## config.mk

```make
export PLATFORM = sky130hd
export DESIGN_NAME = gop_window_admit_evict
export DESIGN_NICKNAME = d
export VERILOG_FILES = /design/src/rtl/gwae_pkg.sv /design/src/rtl/gop_window_admit_evict.sv /design/src/rtl/gwae_div.sv /design/src/rtl/gwae_dp.sv /design/src/rtl/gwae_ctrl.sv
export SDC_FILE = /design/constraint.sdc
export NUM_CORES = 2
export LEC_CHECK = 0
export BUFFER_PORTS_ARGS = -buffer_cell sky130_fd_sc_hd__buf_4
export CAP_MARGIN = 20
export CORE_MARGIN = 10
export CORE_UTILIZATION = 60
export CTS_BUF_LIST = sky130_fd_sc_hd__clkbuf_2 sky130_fd_sc_hd__clkbuf_4 sky130_fd_sc_hd__clkbuf_8
export CTS_CLUSTER_DIAMETER = 50
export DETAILED_ROUTE_END_ITERATION = 8
export GPL_TIMING_DRIVEN = 0
export PLACE_DENSITY = 0.77
export SYNTH_ARGS = -nofsm -noshare
export SYNTH_HDL_FRONTEND = slang
export SYNTH_HIERARCHICAL = 1
export SYNTH_SLANG_ARGS = --single-unit
```

## constraint.sdc

```tcl
create_clock -name clk_i -period 15.7 [get_ports clk_i]
set_input_delay 0.785 -clock clk_i [delete_from_list [all_inputs] [get_ports clk_i]]
set_output_delay 0.785 -clock clk_i [all_outputs]
set_load 0.005 [all_outputs]
```

## src/rtl/gwae_pkg.sv

```systemverilog
package gwae_pkg;

  // default build parameters
  localparam int unsigned GroupSlotsDef     = 16;
  localparam int unsigned PureAudioLimitDef = 128;
  localparam int unsigned MaxTimeFloorDef   = 5000;

  // field and counter widths
  localparam int unsigned TOT_W    = 20;
  localparam int unsigned GRP_W    = 16;
  localparam int unsigned ASV_W    = 8;
  localparam int unsigned EVC_W    = 5;
  localparam int unsigned CFG_IX_W = 8;
  localparam int unsigned CFG_D_W  = 32;
  localparam int unsigned RATE_W   = 18;
  localparam int unsigned FRM_W    = 20;

  // divider sizes: count times scale over rate
  localparam int unsigned DVD_W = 41;
  localparam int unsigned DVS_W = 20;

  // scale factors and default rate
  localparam logic [DVD_W-1:0] K_AAC   = DVD_W'(1024 * 1000);
  localparam logic [DVD_W-1:0] K_MP3   = DVD_W'(1152 * 1000);
  localparam logic [DVD_W-1:0] K_VIDEO = DVD_W'(1000 * 1000);
  localparam logic [DVS_W-1:0] RATE_DEFAULT = DVS_W'(44100);

  localparam logic [TOT_W-1:0] TOT_MAX = '1;
  localparam logic [GRP_W-1:0] GRP_MAX = '1;
  localparam logic [ASV_W-1:0] ASV_MAX = '1;
  localparam logic [EVC_W-1:0] EVC_MAX = '1;

  // input codes
  localparam logic KIND_FLUSH  = 1'b1;
  localparam logic MEDIA_VIDEO = 1'b1;

  typedef enum logic [CFG_IX_W-1:0] {
    REG_CACHE_ENABLE = 8'd0,
    REG_MIN_TIME     = 8'd1,
    REG_MAX_TIME     = 8'd2,
    REG_AUDIO_AAC    = 8'd3,
    REG_SAMPLE_RATE  = 8'd4,
    REG_FRAME_RATE   = 8'd5,
    REG_CODEC_OK     = 8'd6
  } reg_idx_e;

  typedef enum logic [1:0] {
    VERDICT_STORED  = 2'd0,
    VERDICT_DROPPED = 2'd1,
    VERDICT_CLEARED = 2'd2,
    VERDICT_FLUSHED = 2'd3
  } verdict_e;

  // division operand select
  typedef enum logic [1:0] {
    DSEL_TOT_AUDIO = 2'd0,
    DSEL_TOT_VIDEO = 2'd1,
    DSEL_GRP_AUDIO = 2'd2,
    DSEL_GRP_VIDEO = 2'd3
  } dsel_e;

  typedef enum logic [3:0] {
    S_IDLE,
    S_DECIDE,
    S_KEV_RD,
    S_KEV,
    S_OPEN,
    S_LINK_RD,
    S_LINK,
    S_CHK,
    S_DIV_GO,
    S_DIV_WAIT,
    S_REM,
    S_CMP,
    S_DONE
  } state_e;

  typedef struct packed {
    logic     latch_in;
    logic     clear_win;
    logic     asv_inc;
    logic     evict;
    logic     open_grp;
    logic     link;
    logic     rd_oldest;
    logic     rd_tail;
    logic     div_start;
    logic     div_store;
    dsel_e    div_sel;
    logic     rem_calc;
    logic     out_load;
    verdict_e verdict;
  } cmd_t;

  typedef struct packed {
    logic cache_en;
    logic is_flush;
    logic is_video;
    logic is_key;
    logic codec_ok;
    logic no_groups;
    logic full;
    logic no_video_total;
    logic asv_over;
    logic div_done;
    logic evict_hit;
  } status_t;

endpackage

```

## src/rtl/gop_window_admit_evict.sv

```systemverilog
// channel | direction | handshake             | payload
// input   | in        | in_valid_i/in_stall_o | kind_i, media_type_i, is_keyframe_i
// result  | out       | out_valid_o/out_stall_i | verdict_o, groups_evicted_o,
//         |           |                       | group_count_o, video/audio_frames_o
// config  | in        | cfg_valid_i/cfg_ready_o | cfg_index_i, cfg_data_i
//
// a dropped, flushed or cleared item runs no eviction test; a stored one runs
// one eviction test per group trimmed, plus a final test, or no final test
// when trimming empties the window
// each test runs four 41-step divisions on the one bit-serial divider
// reset clears the window and loads register defaults, no memory sweep
// one transaction in flight; the next is accepted while a result waits
module gop_window_admit_evict #(
  parameter int unsigned GROUP_SLOTS       = gwae_pkg::GroupSlotsDef,
  parameter int unsigned PURE_AUDIO_LIMIT  = gwae_pkg::PureAudioLimitDef,
  parameter int unsigned MAX_TIME_FLOOR_MS = gwae_pkg::MaxTimeFloorDef
) (
  input  logic                          clk_i,
  input  logic                          rst_ni,
  input  logic                          in_valid_i,
  output logic                          in_stall_o,
  input  logic                          kind_i,
  input  logic                          media_type_i,
  input  logic                          is_keyframe_i,
  output logic                          out_valid_o,
  input  logic                          out_stall_i,
  output logic [1:0]                    verdict_o,
  output logic [gwae_pkg::EVC_W-1:0]    groups_evicted_o,
  output logic [gwae_pkg::EVC_W-1:0]    group_count_o,
  output logic [gwae_pkg::TOT_W-1:0]    video_frames_o,
  output logic [gwae_pkg::TOT_W-1:0]    audio_frames_o,
  input  logic                          cfg_valid_i,
  output logic                          cfg_ready_o,
  input  logic [gwae_pkg::CFG_IX_W-1:0] cfg_index_i,
  input  logic [gwae_pkg::CFG_D_W-1:0]  cfg_data_i
);
  import gwae_pkg::*;

  cmd_t    cmd;
  status_t status;

  assign cfg_ready_o = 1'b1;

  gwae_ctrl u_ctrl (
    .clk_i       (clk_i),
    .rst_ni      (rst_ni),
    .in_valid_i  (in_valid_i),
    .in_stall_o  (in_stall_o),
    .out_valid_o (out_valid_o),
    .out_stall_i (out_stall_i),
    .status_i    (status),
    .cmd_o       (cmd)
  );

  gwae_dp #(
    .GROUP_SLOTS       (GROUP_SLOTS),
    .PURE_AUDIO_LIMIT  (PURE_AUDIO_LIMIT),
    .MAX_TIME_FLOOR_MS (MAX_TIME_FLOOR_MS)
  ) u_dp (
    .clk_i            (clk_i),
    .rst_ni           (rst_ni),
    .cmd_i            (cmd),
    .status_o         (status),
    .kind_i           (kind_i),
    .media_type_i     (media_type_i),
    .is_keyframe_i    (is_keyframe_i),
    .cfg_we_i         (cfg_valid_i & cfg_ready_o),
    .cfg_index_i      (cfg_index_i),
    .cfg_data_i       (cfg_data_i),
    .verdict_o        (verdict_o),
    .groups_evicted_o (groups_evicted_o),
    .group_count_o    (group_count_o),
    .video_frames_o   (video_frames_o),
    .audio_frames_o   (audio_frames_o)
  );

endmodule

```

## src/rtl/gwae_div.sv

```systemverilog
module gwae_div (
  input  logic                       clk_i,
  input  logic                       rst_ni,
  input  logic                       start_i,
  input  logic [gwae_pkg::DVD_W-1:0] dividend_i,
  input  logic [gwae_pkg::DVS_W-1:0] divisor_i,
  output logic                       done_o,
  output logic [gwae_pkg::DVD_W-1:0] quotient_o
);
  import gwae_pkg::*;

  localparam int unsigned CNT_W = $clog2(DVD_W + 1);

  logic             busy_q, busy_d;
  logic             done_q, done_d;
  logic [CNT_W-1:0] cnt_q, cnt_d;
  logic [DVD_W-1:0] quo_q, quo_d;
  logic [DVS_W-1:0] rem_q, rem_d;
  logic [DVS_W-1:0] dvs_q, dvs_d;
  logic [DVS_W:0]   trial;
  logic [DVS_W:0]   diff;
  logic             ge;

  // one quotient bit per cycle, restoring
  always_comb begin
    trial  = {rem_q, quo_q[DVD_W-1]};
    diff   = trial - {1'b0, dvs_q};
    ge     = (trial >= {1'b0, dvs_q});
    busy_d = busy_q;
    done_d = 1'b0;
    cnt_d  = cnt_q;
    quo_d  = quo_q;
    rem_d  = rem_q;
    dvs_d  = dvs_q;
    if (start_i) begin
      busy_d = 1'b1;
      cnt_d  = '0;
      quo_d  = dividend_i;
      rem_d  = '0;
      dvs_d  = divisor_i;
    end else if (busy_q) begin
      quo_d = {quo_q[DVD_W-2:0], ge};
      rem_d = ge ? diff[DVS_W-1:0] : trial[DVS_W-1:0];
      cnt_d = cnt_q + CNT_W'(1);
      if (cnt_q == CNT_W'(DVD_W - 1)) begin
        busy_d = 1'b0;
        done_d = 1'b1;
      end
    end
  end

  always_ff @(posedge clk_i or negedge rst_ni) begin
    if (!rst_ni) begin
      busy_q <= 1'b0;
      done_q <= 1'b0;
      cnt_q  <= '0;
    end else begin
      busy_q <= busy_d;
      done_q <= done_d;
      cnt_q  <= cnt_d;
    end
  end

  always_ff @(posedge clk_i) begin
    quo_q <= quo_d;
    rem_q <= rem_d;
    dvs_q <= dvs_d;
  end

  assign done_o     = done_q;
  assign quotient_o = quo_q;

  // a new division only starts on an idle unit
  assert property (@(posedge clk_i) disable iff (!rst_ni) start_i |-> !busy_q)
    else $error("divider restarted while busy");
  // completion follows the last step
  assert property (@(posedge clk_i) disable iff (!rst_ni) done_q |-> !busy_q)
    else $error("divider done while still busy");
  assert property (@(posedge clk_i) disable iff (!rst_ni) $fell(busy_q) |-> done_q)
    else $error("divider stopped without done");

endmodule

```

## src/rtl/gwae_dp.sv

```systemverilog
module gwae_dp #(
  parameter int unsigned GROUP_SLOTS       = gwae_pkg::GroupSlotsDef,
  parameter int unsigned PURE_AUDIO_LIMIT  = gwae_pkg::PureAudioLimitDef,
  parameter int unsigned MAX_TIME_FLOOR_MS = gwae_pkg::MaxTimeFloorDef
) (
  input  logic                          clk_i,
  input  logic                          rst_ni,
  input  gwae_pkg::cmd_t                cmd_i,
  output gwae_pkg::status_t             status_o,
  input  logic                          kind_i,
  input  logic                          media_type_i,
  input  logic                          is_keyframe_i,
  input  logic                          cfg_we_i,
  input  logic [gwae_pkg::CFG_IX_W-1:0] cfg_index_i,
  input  logic [gwae_pkg::CFG_D_W-1:0]  cfg_data_i,
  output logic [1:0]                    verdict_o,
  output logic [gwae_pkg::EVC_W-1:0]    groups_evicted_o,
  output logic [gwae_pkg::EVC_W-1:0]    group_count_o,
  output logic [gwae_pkg::TOT_W-1:0]    video_frames_o,
  output logic [gwae_pkg::TOT_W-1:0]    audio_frames_o
);
  import gwae_pkg::*;

  localparam int unsigned SW = (GROUP_SLOTS > 1) ? $clog2(GROUP_SLOTS) : 1;
  localparam int unsigned HW = $clog2(GROUP_SLOTS + 1);
  localparam int unsigned MW = 2 * GRP_W;

  // configuration registers
  logic               en_q, aac_q, codec_q;
  logic [CFG_D_W-1:0] min_q, max_q;
  logic [RATE_W-1:0]  rate_q;
  logic [FRM_W-1:0]   frm_q;

  always_ff @(posedge clk_i or negedge rst_ni) begin
    if (!rst_ni) begin
      en_q    <= 1'b0;
      min_q   <= '0;
      max_q   <= CFG_D_W'(5000);
      aac_q   <= 1'b0;
      rate_q  <= RATE_W'(44100);
      frm_q   <= '0;
      codec_q <= 1'b0;
    end else if (cfg_we_i) begin
      case (cfg_index_i)
        REG_CACHE_ENABLE: en_q    <= cfg_data_i[0];
        REG_MIN_TIME:     min_q   <= cfg_data_i;
        REG_MAX_TIME:     max_q   <= cfg_data_i;
        REG_AUDIO_AAC:    aac_q   <= cfg_data_i[0];
        REG_SAMPLE_RATE:  rate_q  <= cfg_data_i[RATE_W-1:0];
        REG_FRAME_RATE:   frm_q   <= cfg_data_i[FRM_W-1:0];
        REG_CODEC_OK:     codec_q <= cfg_data_i[0];
        default: ;
      endcase
    end
  end

  // window state
  logic             kind_q, video_q, key_q;
  logic [SW-1:0]    oldest_q, oldest_d;
  logic [HW-1:0]    groups_q, groups_d;
  logic [TOT_W-1:0] tv_q, tv_d, ta_q, ta_d;
  logic [ASV_W-1:0] asv_q, asv_d;
  logic [EVC_W-1:0] evc_q, evc_d;

  // group count memory, video count high, audio count low
  logic [MW-1:0] mem [GROUP_SLOTS];
  logic [MW-1:0] rd_q;
  logic [MW-1:0] wdata;
  logic [SW-1:0] waddr, raddr;
  logic          we, re;

  logic [SW:0]   sum_new, sum_tail;
  logic [SW-1:0] slot_new, slot_tail, oldest_nx;
  logic [GRP_W-1:0] rv, ra;
  logic [ASV_W-1:0] asv_inc;

  // ring slot arithmetic
  always_comb begin
    sum_new  = (SW+1)'(oldest_q) + (SW+1)'(groups_q);
    sum_tail = (SW+1)'(oldest_q) + (SW+1)'(groups_q) - (SW+1)'(1);
    slot_new  = (sum_new >= (SW+1)'(GROUP_SLOTS)) ?
                SW'(sum_new - (SW+1)'(GROUP_SLOTS)) : sum_new[SW-1:0];
    slot_tail = (sum_tail >= (SW+1)'(GROUP_SLOTS)) ?
                SW'(sum_tail - (SW+1)'(GROUP_SLOTS)) : sum_tail[SW-1:0];
    oldest_nx = (oldest_q == SW'(GROUP_SLOTS - 1)) ? '0 : oldest_q + SW'(1);
    rv      = rd_q[MW-1:GRP_W];
    ra      = rd_q[GRP_W-1:0];
    asv_inc = (asv_q == ASV_MAX) ? asv_q : asv_q + ASV_W'(1);
  end

  // state updates
  always_comb begin
    oldest_d = oldest_q;
    groups_d = groups_q;
    tv_d     = tv_q;
    ta_d     = ta_q;
    asv_d    = asv_q;
    evc_d    = evc_q;
    we       = 1'b0;
    waddr    = slot_tail;
    wdata    = rd_q;
    if (cmd_i.latch_in) begin
      evc_d = '0;
    end
    if (cmd_i.clear_win) begin
      oldest_d = '0;
      groups_d = '0;
      tv_d     = '0;
      ta_d     = '0;
      asv_d    = '0;
    end else if (cmd_i.asv_inc) begin
      asv_d = asv_inc;
    end else if (cmd_i.evict) begin
      tv_d     = (tv_q > TOT_W'(rv)) ? tv_q - TOT_W'(rv) : '0;
      ta_d     = (ta_q > TOT_W'(ra)) ? ta_q - TOT_W'(ra) : '0;
      oldest_d = oldest_nx;
      groups_d = (groups_q != '0) ? groups_q - HW'(1) : groups_q;
      evc_d    = (evc_q == EVC_MAX) ? evc_q : evc_q + EVC_W'(1);
    end else if (cmd_i.open_grp) begin
      // new group already holding its keyframe
      we       = 1'b1;
      waddr    = slot_new;
      wdata    = {GRP_W'(1), GRP_W'(0)};
      groups_d = groups_q + HW'(1);
      tv_d     = (tv_q == TOT_MAX) ? tv_q : tv_q + TOT_W'(1);
      asv_d    = '0;
    end else if (cmd_i.link) begin
      we    = 1'b1;
      waddr = slot_tail;
      if (video_q == MEDIA_VIDEO) begin
        wdata = {((rv == GRP_MAX) ? rv : rv + GRP_W'(1)), ra};
        tv_d  = (tv_q == TOT_MAX) ? tv_q : tv_q + TOT_W'(1);
        asv_d = '0;
      end else begin
        wdata = {rv, ((ra == GRP_MAX) ? ra : ra + GRP_W'(1))};
        ta_d  = (ta_q == TOT_MAX) ? ta_q : ta_q + TOT_W'(1);
      end
    end
  end

  assign re    = cmd_i.rd_oldest | cmd_i.rd_tail;
  assign raddr = cmd_i.rd_oldest ? oldest_q : slot_tail;

  always_ff @(posedge clk_i) begin
    if (we) begin
      mem[waddr] <= wdata;
    end
    if (re) begin
      rd_q <= mem[raddr];
    end
  end

  always_ff @(posedge clk_i or negedge rst_ni) begin
    if (!rst_ni) begin
      oldest_q <= '0;
      groups_q <= '0;
      tv_q     <= '0;
      ta_q     <= '0;
      asv_q    <= '0;
      evc_q    <= '0;
    end else begin
      oldest_q <= oldest_d;
      groups_q <= groups_d;
      tv_q     <= tv_d;
      ta_q     <= ta_d;
      asv_q    <= asv_d;
      evc_q    <= evc_d;
    end
  end

  always_ff @(posedge clk_i) begin
    if (cmd_i.latch_in) begin
      kind_q  <= kind_i;
      video_q <= media_type_i;
      key_q   <= is_keyframe_i;
    end
  end

  // duration operand and shared divider
  logic [TOT_W-1:0] dcnt;
  logic [DVD_W-1:0] dscale, dividend;
  logic [DVS_W-1:0] divisor;
  logic             ddone;
  logic [DVD_W-1:0] quo;
  logic             dvid;

  always_comb begin
    case (cmd_i.div_sel)
      DSEL_TOT_AUDIO: dcnt = ta_q;
      DSEL_TOT_VIDEO: dcnt = tv_q;
      DSEL_GRP_AUDIO: dcnt = TOT_W'(ra);
      DSEL_GRP_VIDEO: dcnt = TOT_W'(rv);
      default:        dcnt = '0;
    endcase
    dvid     = (cmd_i.div_sel == DSEL_TOT_VIDEO) || (cmd_i.div_sel == DSEL_GRP_VIDEO);
    dscale   = dvid ? K_VIDEO : (aac_q ? K_AAC : K_MP3);
    dividend = DVD_W'(dcnt) * dscale;
    if (dvid) begin
      divisor = DVS_W'(frm_q);
    end else begin
      divisor = (rate_q == '0) ? RATE_DEFAULT : DVS_W'(rate_q);
    end
  end

  gwae_div u_div (
    .clk_i      (clk_i),
    .rst_ni     (rst_ni),
    .start_i    (cmd_i.div_start),
    .dividend_i (dividend),
    .divisor_i  (divisor),
    .done_o     (ddone),
    .quotient_o (quo)
  );

  // durations and eviction test
  logic [DVD_W-1:0] ca_q, cv_q, da_q, dv_q, rem_q, tmax_q;
  logic [DVD_W-1:0] rem_a, rem_v, cap;
  logic             vzero;

  assign vzero = (frm_q == '0);

  always_ff @(posedge clk_i) begin
    if (cmd_i.div_store) begin
      case (cmd_i.div_sel)
        DSEL_TOT_AUDIO: ca_q <= quo;
        DSEL_TOT_VIDEO: cv_q <= vzero ? '0 : quo;
        DSEL_GRP_AUDIO: da_q <= quo;
        DSEL_GRP_VIDEO: dv_q <= vzero ? '0 : quo;
        default: ;
      endcase
    end
    if (cmd_i.rem_calc) begin
      rem_q  <= (rem_a > rem_v) ? rem_a : rem_v;
      tmax_q <= (ca_q > cv_q) ? ca_q : cv_q;
    end
  end

  always_comb begin
    rem_a = (ca_q > da_q) ? ca_q - da_q : '0;
    rem_v = (cv_q > dv_q) ? cv_q - dv_q : '0;
    cap   = (max_q > CFG_D_W'(MAX_TIME_FLOOR_MS)) ? DVD_W'(max_q) :
            DVD_W'(MAX_TIME_FLOOR_MS);
  end

  // status to the controller
  always_comb begin
    status_o.cache_en       = en_q;
    status_o.is_flush       = (kind_q == KIND_FLUSH);
    status_o.is_video       = (video_q == MEDIA_VIDEO);
    status_o.is_key         = key_q;
    status_o.codec_ok       = codec_q;
    status_o.no_groups      = (groups_q == '0);
    status_o.full           = (groups_q >= HW'(GROUP_SLOTS));
    status_o.no_video_total = (tv_q == '0);
    status_o.asv_over       = (((video_q == MEDIA_VIDEO) ? asv_q : asv_inc) >
                               ASV_W'(PURE_AUDIO_LIMIT));
    status_o.div_done       = ddone;
    status_o.evict_hit      = (rem_q > DVD_W'(min_q)) || (tmax_q > cap);
  end

  // result registers
  verdict_e         verdict_q;
  logic [EVC_W-1:0] evo_q, gco_q;
  logic [TOT_W-1:0] tvo_q, tao_q;

  always_ff @(posedge clk_i) begin
    if (cmd_i.out_load) begin
      verdict_q <= cmd_i.verdict;
      evo_q     <= evc_q;
      gco_q     <= EVC_W'(groups_q);
      tvo_q     <= tv_q;
      tao_q     <= ta_q;
    end
  end

  assign verdict_o        = verdict_q;
  assign groups_evicted_o = evo_q;
  assign group_count_o    = gco_q;
  assign video_frames_o   = tvo_q;
  assign audio_frames_o   = tao_q;

  assert property (@(posedge clk_i) disable iff (!rst_ni)
    groups_q <= HW'(GROUP_SLOTS))
    else $error("group count beyond ring size");
  assert property (@(posedge clk_i) disable iff (!rst_ni)
    cmd_i.open_grp |-> groups_q < HW'(GROUP_SLOTS))
    else $error("group opened on full ring");
  assert property (@(posedge clk_i) disable iff (!rst_ni)
    cmd_i.clear_win |=> (groups_q == '0) && (tv_q == '0) && (ta_q == '0))
    else $error("window not empty after clear");
  assert property (@(posedge clk_i) disable iff (!rst_ni)
    (cmd_i.evict || cmd_i.link) |-> !status_o.no_groups)
    else $error("group access with empty ring");

endmodule

```

## src/rtl/gwae_ctrl.sv

```systemverilog
module gwae_ctrl (
  input  logic              clk_i,
  input  logic              rst_ni,
  input  logic              in_valid_i,
  output logic              in_stall_o,
  output logic              out_valid_o,
  input  logic              out_stall_i,
  input  gwae_pkg::status_t status_i,
  output gwae_pkg::cmd_t    cmd_o
);
  import gwae_pkg::*;

  state_e   state_q, state_d;
  verdict_e verdict_q, verdict_d;
  dsel_e    sel_q, sel_d;
  logic     out_valid_q, out_valid_d;
  logic     out_free;

  assign out_free = !out_valid_q || !out_stall_i;

  // next state and commands
  always_comb begin
    state_d   = state_q;
    verdict_d = verdict_q;
    sel_d     = sel_q;
    cmd_o     = '0;
    cmd_o.div_sel = sel_q;
    cmd_o.verdict = verdict_q;
    case (state_q)
      S_IDLE: begin
        if (in_valid_i) begin
          cmd_o.latch_in = 1'b1;
          state_d = S_DECIDE;
        end
      end
      S_DECIDE: begin
        verdict_d = VERDICT_DROPPED;
        state_d   = S_DONE;
        if (!status_i.cache_en) begin
          verdict_d = VERDICT_DROPPED;
        end else if (status_i.is_flush) begin
          cmd_o.clear_win = 1'b1;
          verdict_d = VERDICT_FLUSHED;
        end else if (status_i.is_video && !status_i.codec_ok) begin
          verdict_d = VERDICT_DROPPED;
        end else if (status_i.is_video && !status_i.is_key && status_i.no_groups) begin
          verdict_d = VERDICT_DROPPED;
        end else if (!status_i.is_video && status_i.no_video_total) begin
          verdict_d = VERDICT_DROPPED;
        end else if (status_i.asv_over) begin
          cmd_o.clear_win = 1'b1;
          verdict_d = VERDICT_CLEARED;
        end else begin
          cmd_o.asv_inc = !status_i.is_video;
          if (status_i.is_video && status_i.is_key) begin
            state_d = status_i.full ? S_KEV_RD : S_OPEN;
          end else if (!status_i.no_groups) begin
            state_d = S_LINK_RD;
          end
        end
      end
      S_KEV_RD: begin
        cmd_o.rd_oldest = 1'b1;
        state_d = S_KEV;
      end
      S_KEV: begin
        cmd_o.evict = 1'b1;
        state_d = S_OPEN;
      end
      S_OPEN: begin
        cmd_o.open_grp = 1'b1;
        state_d = S_CHK;
      end
      S_LINK_RD: begin
        cmd_o.rd_tail = 1'b1;
        state_d = S_LINK;
      end
      S_LINK: begin
        cmd_o.link = 1'b1;
        state_d = S_CHK;
      end
      S_CHK: begin
        verdict_d = VERDICT_STORED;
        if (status_i.no_groups) begin
          cmd_o.clear_win = 1'b1;
          state_d = S_DONE;
        end else begin
          cmd_o.rd_oldest = 1'b1;
          sel_d   = DSEL_TOT_AUDIO;
          state_d = S_DIV_GO;
        end
      end
      S_DIV_GO: begin
        cmd_o.div_start = 1'b1;
        state_d = S_DIV_WAIT;
      end
      S_DIV_WAIT: begin
        if (status_i.div_done) begin
          cmd_o.div_store = 1'b1;
          if (sel_q == DSEL_GRP_VIDEO) begin
            state_d = S_REM;
          end else begin
            sel_d   = dsel_e'(sel_q + 2'd1);
            state_d = S_DIV_GO;
          end
        end
      end
      S_REM: begin
        cmd_o.rem_calc = 1'b1;
        state_d = S_CMP;
      end
      S_CMP: begin
        if (status_i.evict_hit) begin
          cmd_o.evict = 1'b1;
          state_d = S_CHK;
        end else begin
          state_d = S_DONE;
        end
      end
      S_DONE: begin
        if (out_free) begin
          cmd_o.out_load = 1'b1;
          state_d = S_IDLE;
        end
      end
      default: state_d = S_IDLE;
    endcase
    out_valid_d = cmd_o.out_load ? 1'b1 : (out_valid_q && out_stall_i);
  end

  always_ff @(posedge clk_i or negedge rst_ni) begin
    if (!rst_ni) begin
      state_q     <= S_IDLE;
      verdict_q   <= VERDICT_DROPPED;
      sel_q       <= DSEL_TOT_AUDIO;
      out_valid_q <= 1'b0;
    end else begin
      state_q     <= state_d;
      verdict_q   <= verdict_d;
      sel_q       <= sel_d;
      out_valid_q <= out_valid_d;
    end
  end

  assign in_stall_o  = (state_q != S_IDLE);
  assign out_valid_o = out_valid_q;

  // a waiting result is never overwritten
  assert property (@(posedge clk_i) disable iff (!rst_ni)
    cmd_o.out_load |-> out_free)
    else $error("result overwritten while stalled");
  // every accepted transaction yields one result before the next is taken
  assert property (@(posedge clk_i) disable iff (!rst_ni)
    cmd_o.out_load |=> (state_q == S_IDLE) && out_valid_q)
    else $error("result not presented after load");
  assert property (@(posedge clk_i) disable iff (!rst_ni)
    cmd_o.div_store |-> (state_q == S_DIV_WAIT))
    else $error("quotient stored outside wait");

endmodule
```

### After elaboration in Yosys (flattened, before gate mapping)

Memories as Yosys holds them, arrays and structs flattened. A register that Yosys moved wholly into a read port is not among the register bits.
Index checks and enable logic that the tools add are counted.

| storage, ports and cells | value |
|---|---|
| register bits | 566 |
| memory bits (writable) | 512 |
| input bits | 48 |
| memories | 1 |

Memory list:

| memory | depth | bits a word | rd ports | clocked after memory_dff | write ports | RTL line | source |
|---|---|---|---|---|---|---|---|
| u_dp.mem | 16 | 32 | 1 | 1 | 1 | gwae_dp.sv:66 | `logic [MW-1:0] mem [GROUP_SLOTS];` |

| operators by class | value |
|---|---|
| add/subtract/negate cells | 20 |
| multiply operators | 1 |
| $lt $le $gt $ge | 14 |
| equality and inequality tests | 41 |
| muxes and demuxes | 136 |
| bitwise gates (word level) | 1 |
| reductions and logical operators | 52 |

Operators by type and width:

| operator | count |
|---|---|
| two-way mux 20 bit | 18 |
| two-way mux 41 bit | 8 |
| two-way mux 32 bit | 7 |
| greater-than comparator 41 bit | 5 |
| two-way mux 4 bit | 23 |
| subtractor 41 bit | 2 |
| one-hot mux 20 bit (4 select lines) | 1 |
| two-way mux 8 bit | 8 |
| two-way mux 5 bit | 10 |
| one-hot mux 4 bit (12 select lines) | 1 |
| greater-than comparator 41 x 32 -> 1 bit | 1 |
| multiplier 20 x 41 -> 41 bit | 1 |
| adder 20 x 1 -> 20 bit, second input constant | 2 |
| equality test 20 bit, second input constant | 2 |
| greater-than comparator 20 x 16 -> 1 bit | 2 |
| zero test 20 bit | 2 |
| subtractor 20 x 16 -> 20 bit | 2 |
| two-way mux 1 bit | 33 |
| adder 16 x 1 -> 16 bit, second input constant | 2 |
| equality test 16 bit, second input constant | 2 |
| greater-than comparator 32 x 13 -> 1 bit, second input constant | 1 |
| two-way mux 16 bit | 2 |
| two-way mux 2 bit | 14 |
| equality test 4 bit, second input constant | 6 |
| 52 further kinds | 110 |

### Longest topological paths before layout

| logic depth | value |
|---|---|
| depth after elaboration | 15 |
| gate-level depth with buffers | 33 |

### By module

The synthesis kept the hierarchy.

By module, submodules not included:

| module | instances | cells each | area each (µm²) | seq. area each (µm²) |
|---|---|---|---|---|
| gwae_dp | 1 | 4808 | 58889.0 | 29567.1 |
| gwae_div | 1 | 419 | 4840.9 | 2432.3 |
| gwae_ctrl | 1 | 103 | 798.3 | 226.5 |
| gop_window_admit_evict | 1 | 2 | 11.3 | 0.0 |

### Worst setup path before layout

Ideal clock, no wire load.

| path | value |
|---|---|
| path kind | register to register |
| start | reg u_ctrl.sel_q[1] |
| end | reg u_dp.u_div.quo_q[37] (netlist: u_dp/u_div/quotient_o[37]), data pin |
| arrival | 7.759 ns |
| path slack | 7.681 ns |
| cell stages (with the launch flop) | 31 |
| path buffers | 3 |
| path through | dfrtp_1 clkbuf_1 clkbuf_1 clkbuf_1 o211ai_1 o21a_1 nand2_1 inv_1 fa_1 fa_1 inv_1 fa_1 fa_1 inv_1 fa_1 inv_1 fa_1 inv_1 ha_1 ha_1 a21oi_1 o21ai_0 a21o_1 a211oi_1 o21ai_0 a22o_1 a311oi_1 o21a_1 nor3_1 a311o_1 mux2_2 |

| on the way | value |
|---|---|
| longest elaborated chain between the ends | 5 |
| elaborated cells between the ends (all ways) | 9 |
| classes of those cells | 1 x mul; 3 x eq/ne; 3 x mux; 2 x reduce/logical |

Ends and longest elaborated chain:

| item | RTL line | source |
|---|---|---|
| start: declaration | gwae_ctrl.sv:15 | `dsel_e sel_q, sel_d;` |
| start signal: assignment | gwae_ctrl.sv:140 | `sel_q <= sel_d;` |
| parallel branches: the longest is 3 deep, another holds one-hot mux 20 bit (4 select lines) | -- |  |
| multiplier 20 x 41 -> 41 bit * | gwae_dp.sv:197 | `dividend = DVD_W'(dcnt) * dscale;` |
| via u_dp.dividend[37] | gwae_dp.sv:181 | `logic [DVD_W-1:0] dscale, dividend;` |
| two-way mux 41 bit * | gwae_div.sv:35 | `if (start_i) begin` |
| via u_dp.u_div.quo_d[37] | gwae_div.sv:17 | `logic [DVD_W-1:0] quo_q, quo_d;` |
| end signal: assignment | gwae_div.sv:65 | `quo_q <= quo_d;` |
| end: declaration | gwae_div.sv:17 |  |

Mark *: on every way through the listed nets, which the timed path passes.
A chain may end at the register's enable or synchronous reset.

### Final worst setup path

| path | value |
|---|---|
| start | reg u_ctrl.sel_q[0] |
| end | reg u_dp.u_div.quo_q[37] (netlist: u_dp/u_div/quotient_o[37]), data pin |

Same word-level chain as after synthesis.

==> metrics <==
Clock Sink Count=1110; data required time at the worst endpoint=16.32 ns; maximum fanout along the worst path=10; start point of the critical path=u_ctrl/sel_q[0]$_DFFE_PN0P_; Antenna Nets Post-Route=0; most repeated cell in the gate-level netlist after synthesis=edfxtp_1; number of buffers added for setup after CTS=0; reg-to-reg startpoint=u_ctrl/sel_q[0]$_DFFE_PN0P_; flop and latch count out of synthesis=1110; crit start category=flop; share of flip-flops with an asynchronous set or reset=16.6%; FP Rows=120; number of cells on the worst reg-to-reg path=28; detailed-route DRC error count=0; global placer's final weighted congestion=0.997; status=finished, final reports clean; root cell of the clock tree=clkbuf_8; Clock Pin Slew Worst Setup and Hold Paths=0.06 ns; Endpoint, Worst Hold=u_dp/min_q[26]$_DFFE_PN0P_; main combinational cell family by area after synthesis=adder cells; clock tree buffer depth=3; Synth Area in XOR/XNOR=2.51%; wirelength, routed=170000 um; Vias/cell=6.18; arrival time of the worst setup path=10.28 ns; x dimension of the die=348 um; Seq/Total Area, Yosys=49.9%; number of instances in the synthesized netlist=5332; post-route fraction of the period consumed by the critical path=61.5%; number of cells in the finished layout apart from fillers=7226; Worst Skew=0.0592 ns; power density relative to cell area=196 nW/um^2; gr ovfl total=0; via count of the first global-routing pass=44700; launch instance of the worst min-delay path=cfg_data_i[26]; setup repair after global routing missed its margin=no; fmax=0.104 GHz; kind of critical path=reg2reg; total design power=14100 uW; area share of the leading cell type in the synthesized netlist=42.2%; total of warnings raised by yosys=6; wire length of the first global-routing pass=260000 um; slowest CP cell=buf_1; largest incremental delay on the critical path=0.79 ns; Max Slew Vio Count=0; Hold Vio Cnt, Final=0; Via Count=44700; worst supply voltage drop on vdd=167 uV; leading post-synthesis cells by cell area=edfxtp_1 (42%), ha_1 (9.1%), dfrtp_1 (6.7%); Simple-Gate Fraction of Synth Area=9.59%; Top delay family on crit path=adder cells; number of distinct library cells after synthesis=103; area taken by multi-input logic gates=29600 sq um; Min-Delay Path Class=in2reg; total of buffers placed on input and output ports=101; dominant synthesized flop cell=edfxtp_1; Filler cells=7618; antenna violations before repair=1; Post-Synth Adder-Cell Area=14.5%; post-synthesis mux area share=8.35%; total clock buffers created by CTS=178; Placeable Area=107000 sq um; cell type with the largest total area after synthesis=edfxtp_1; number of enable flip-flop cells after synthesis=906; Max-Cap Viols=0; post-synthesis instance area=64500 sq um; syn avg cell area=12.1 sq um; Leak=0.0296 uW; FF/Latch Area=32200 sq um; fraction of layout cells with a size suffix above 1=14.9%; Hold Worst Slack=0.114 ns; flop2flop setup slack=6.04 ns; transition time at the pin with the least slew margin=1.22 ns; cell count after placement=6881; number of stages on the worst hold path=3; number of detailed-routing iterations run before antenna repair=8; share of the synthesized area in compound gates (AO/OA/AOI/OAI)=10.6%; top cells by instance count after synthesis=edfxtp_1 (906), inv_1 (540), ha_1 (471), nand2_1 (356), nor2_1 (292); final total negative setup slack=0 ns; Max transition margin=18.9%; terminus of the critical flop-to-flop path=u_dp/u_div/quotient_o[37]$_DFFE_PP_; pin count of the biggest net entering global routing=114; DR WL/cell=23.6 um; setup-violating endpoint count in the final report=0; starting density of the core=60.4%; die boundary height=348 um; synthesis-to-finish area growth=11.2%; element type at the critical path end=flop; full die area=121000 sq um; Starting DRT DRC Count=4437; H-Tree Level Count=4; IO Count=103; Final min period=9.66 ns; Clk Latency, worst-skew pair=0.91 ns; DPL Wire Length=130000 um; dominant cell type by count on the critical path=fa_1; overall global routing resource usage=27.9%; final net count=6365; buffers and inverters on the worst path=7; TritonCTS clock tree=done
cell families (layout without fill, tap and decap cells):
family / Yosys count / count (layout)
compound gates: 1042 / 1042
xor+xnor: 185 / 185
fa+ha+maj: 643 / 643
buf+inv: 749 / 1233
flops: 1110 / 1110
mux: 342 / 342
other cells: 2 / 9
simple gates: 1259 / 1259
worst max-delay path by stage:
stage | end | cells after the start
4_1_cts | u_dp/u_div/quotient_o[37]$_DFFE_PP_ | 28
3_5_place_dp | u_dp/u_div/quotient_o[37]$_DFFE_PP_ | 28
2_1_floorplan | u_dp/u_div/quotient_o[37]$_DFFE_PP_ | 30
3_3_place_gp | u_dp/mem[1][6]$_DFFE_PP_ | 22
5_1_grt | u_dp/u_div/quotient_o[37]$_DFFE_PP_ | 28
6_report | u_dp/u_div/quotient_o[37]$_DFFE_PP_ | 28
area by class of cell:
| type | instances | share of cell area, % |
|---|---|---|
| buffer | 208 | 1.27 |
| multi-input combinational | 3478 | 41.2 |
| antenna | 2 | 0.00698 |
| sequential | 1110 | 44.9 |
| inverter | 541 | 2.83 |
| tap | 1403 | 2.45 |
| clock buffer | 240 | 4.14 |
| clock inverter | 87 | 0.975 |
| timing repair buffer | 157 | 2.22 |
flip-flops by register name (all words and copies together) (netlist names), 32 cells and up:
signal and flops:
u_dp/mem 512, u_dp/ca_q 41, u_dp/cv_q 41, u_dp/da_q 41, u_dp/dv_q 41, u_dp/rem_q 41
u_dp/tmax_q 41, u_dp/u_div/quotient_o 41, u_dp/max_q 32, u_dp/min_q 32, u_dp/rd_q 32
layout by cell type (no fill, tap or decap), types with 149 or more instances in the layout:
master    instances
nor2_1          273
a21o_1          150
clkbuf_8        189
edfxtp_1        906
dfrtp_1         172
clkbuf_1        152
ha_1            471
fa_1            172
nand2_1         356
mux2_2          149
inv_1           539
o21ai_0         213
a21oi_1         269
worst register-to-register path, delay by kind of cell (launching register included):
| family | cells | cell delay (ns) |
|---|---|---|
| fa+ha+maj | 8 | 3.61 |
| buf+inv | 7 | 2.20 |
| compound gates | 9 | 2.16 |
| simple gates | 3 | 0.76 |
| flops | 1 | 0.38 |
| mux | 1 | 0.26 |
power breakdown:
part           total, uW  internal (uW)  switching, uW
Sequential          4510           4100            404
Clock               2540           1350           1180
Combinational       7030           2750           4280
stage by stage:
stage                     setup WS, ns  utilization, %  area, sq um
after detailed placement          6.19            63.5        67900
after CTS                         6.13            67.0        71600
after floorplan                   7.68               -        64600
after global placement            4.91            62.7        67100
after global routing              5.69            67.1        71700
final                             6.04            67.1        71700
repair_timing:
item	4_1_cts	5_1_grt
hold buffers	4	0
endpoints found under the hold margin	67	0
resized for setup	0	0
metal layers:
metal  GRT usage [%]  vias to the layer above  wire (um)
met2            45.7                     2165      80900
met1            36.1                    21900      67400
met5               0                        -          0
met4            13.7                        0       8510
li1                -                    20200          -
met3            4.57                      418      13400
Power figures use the tool's default switching activity.
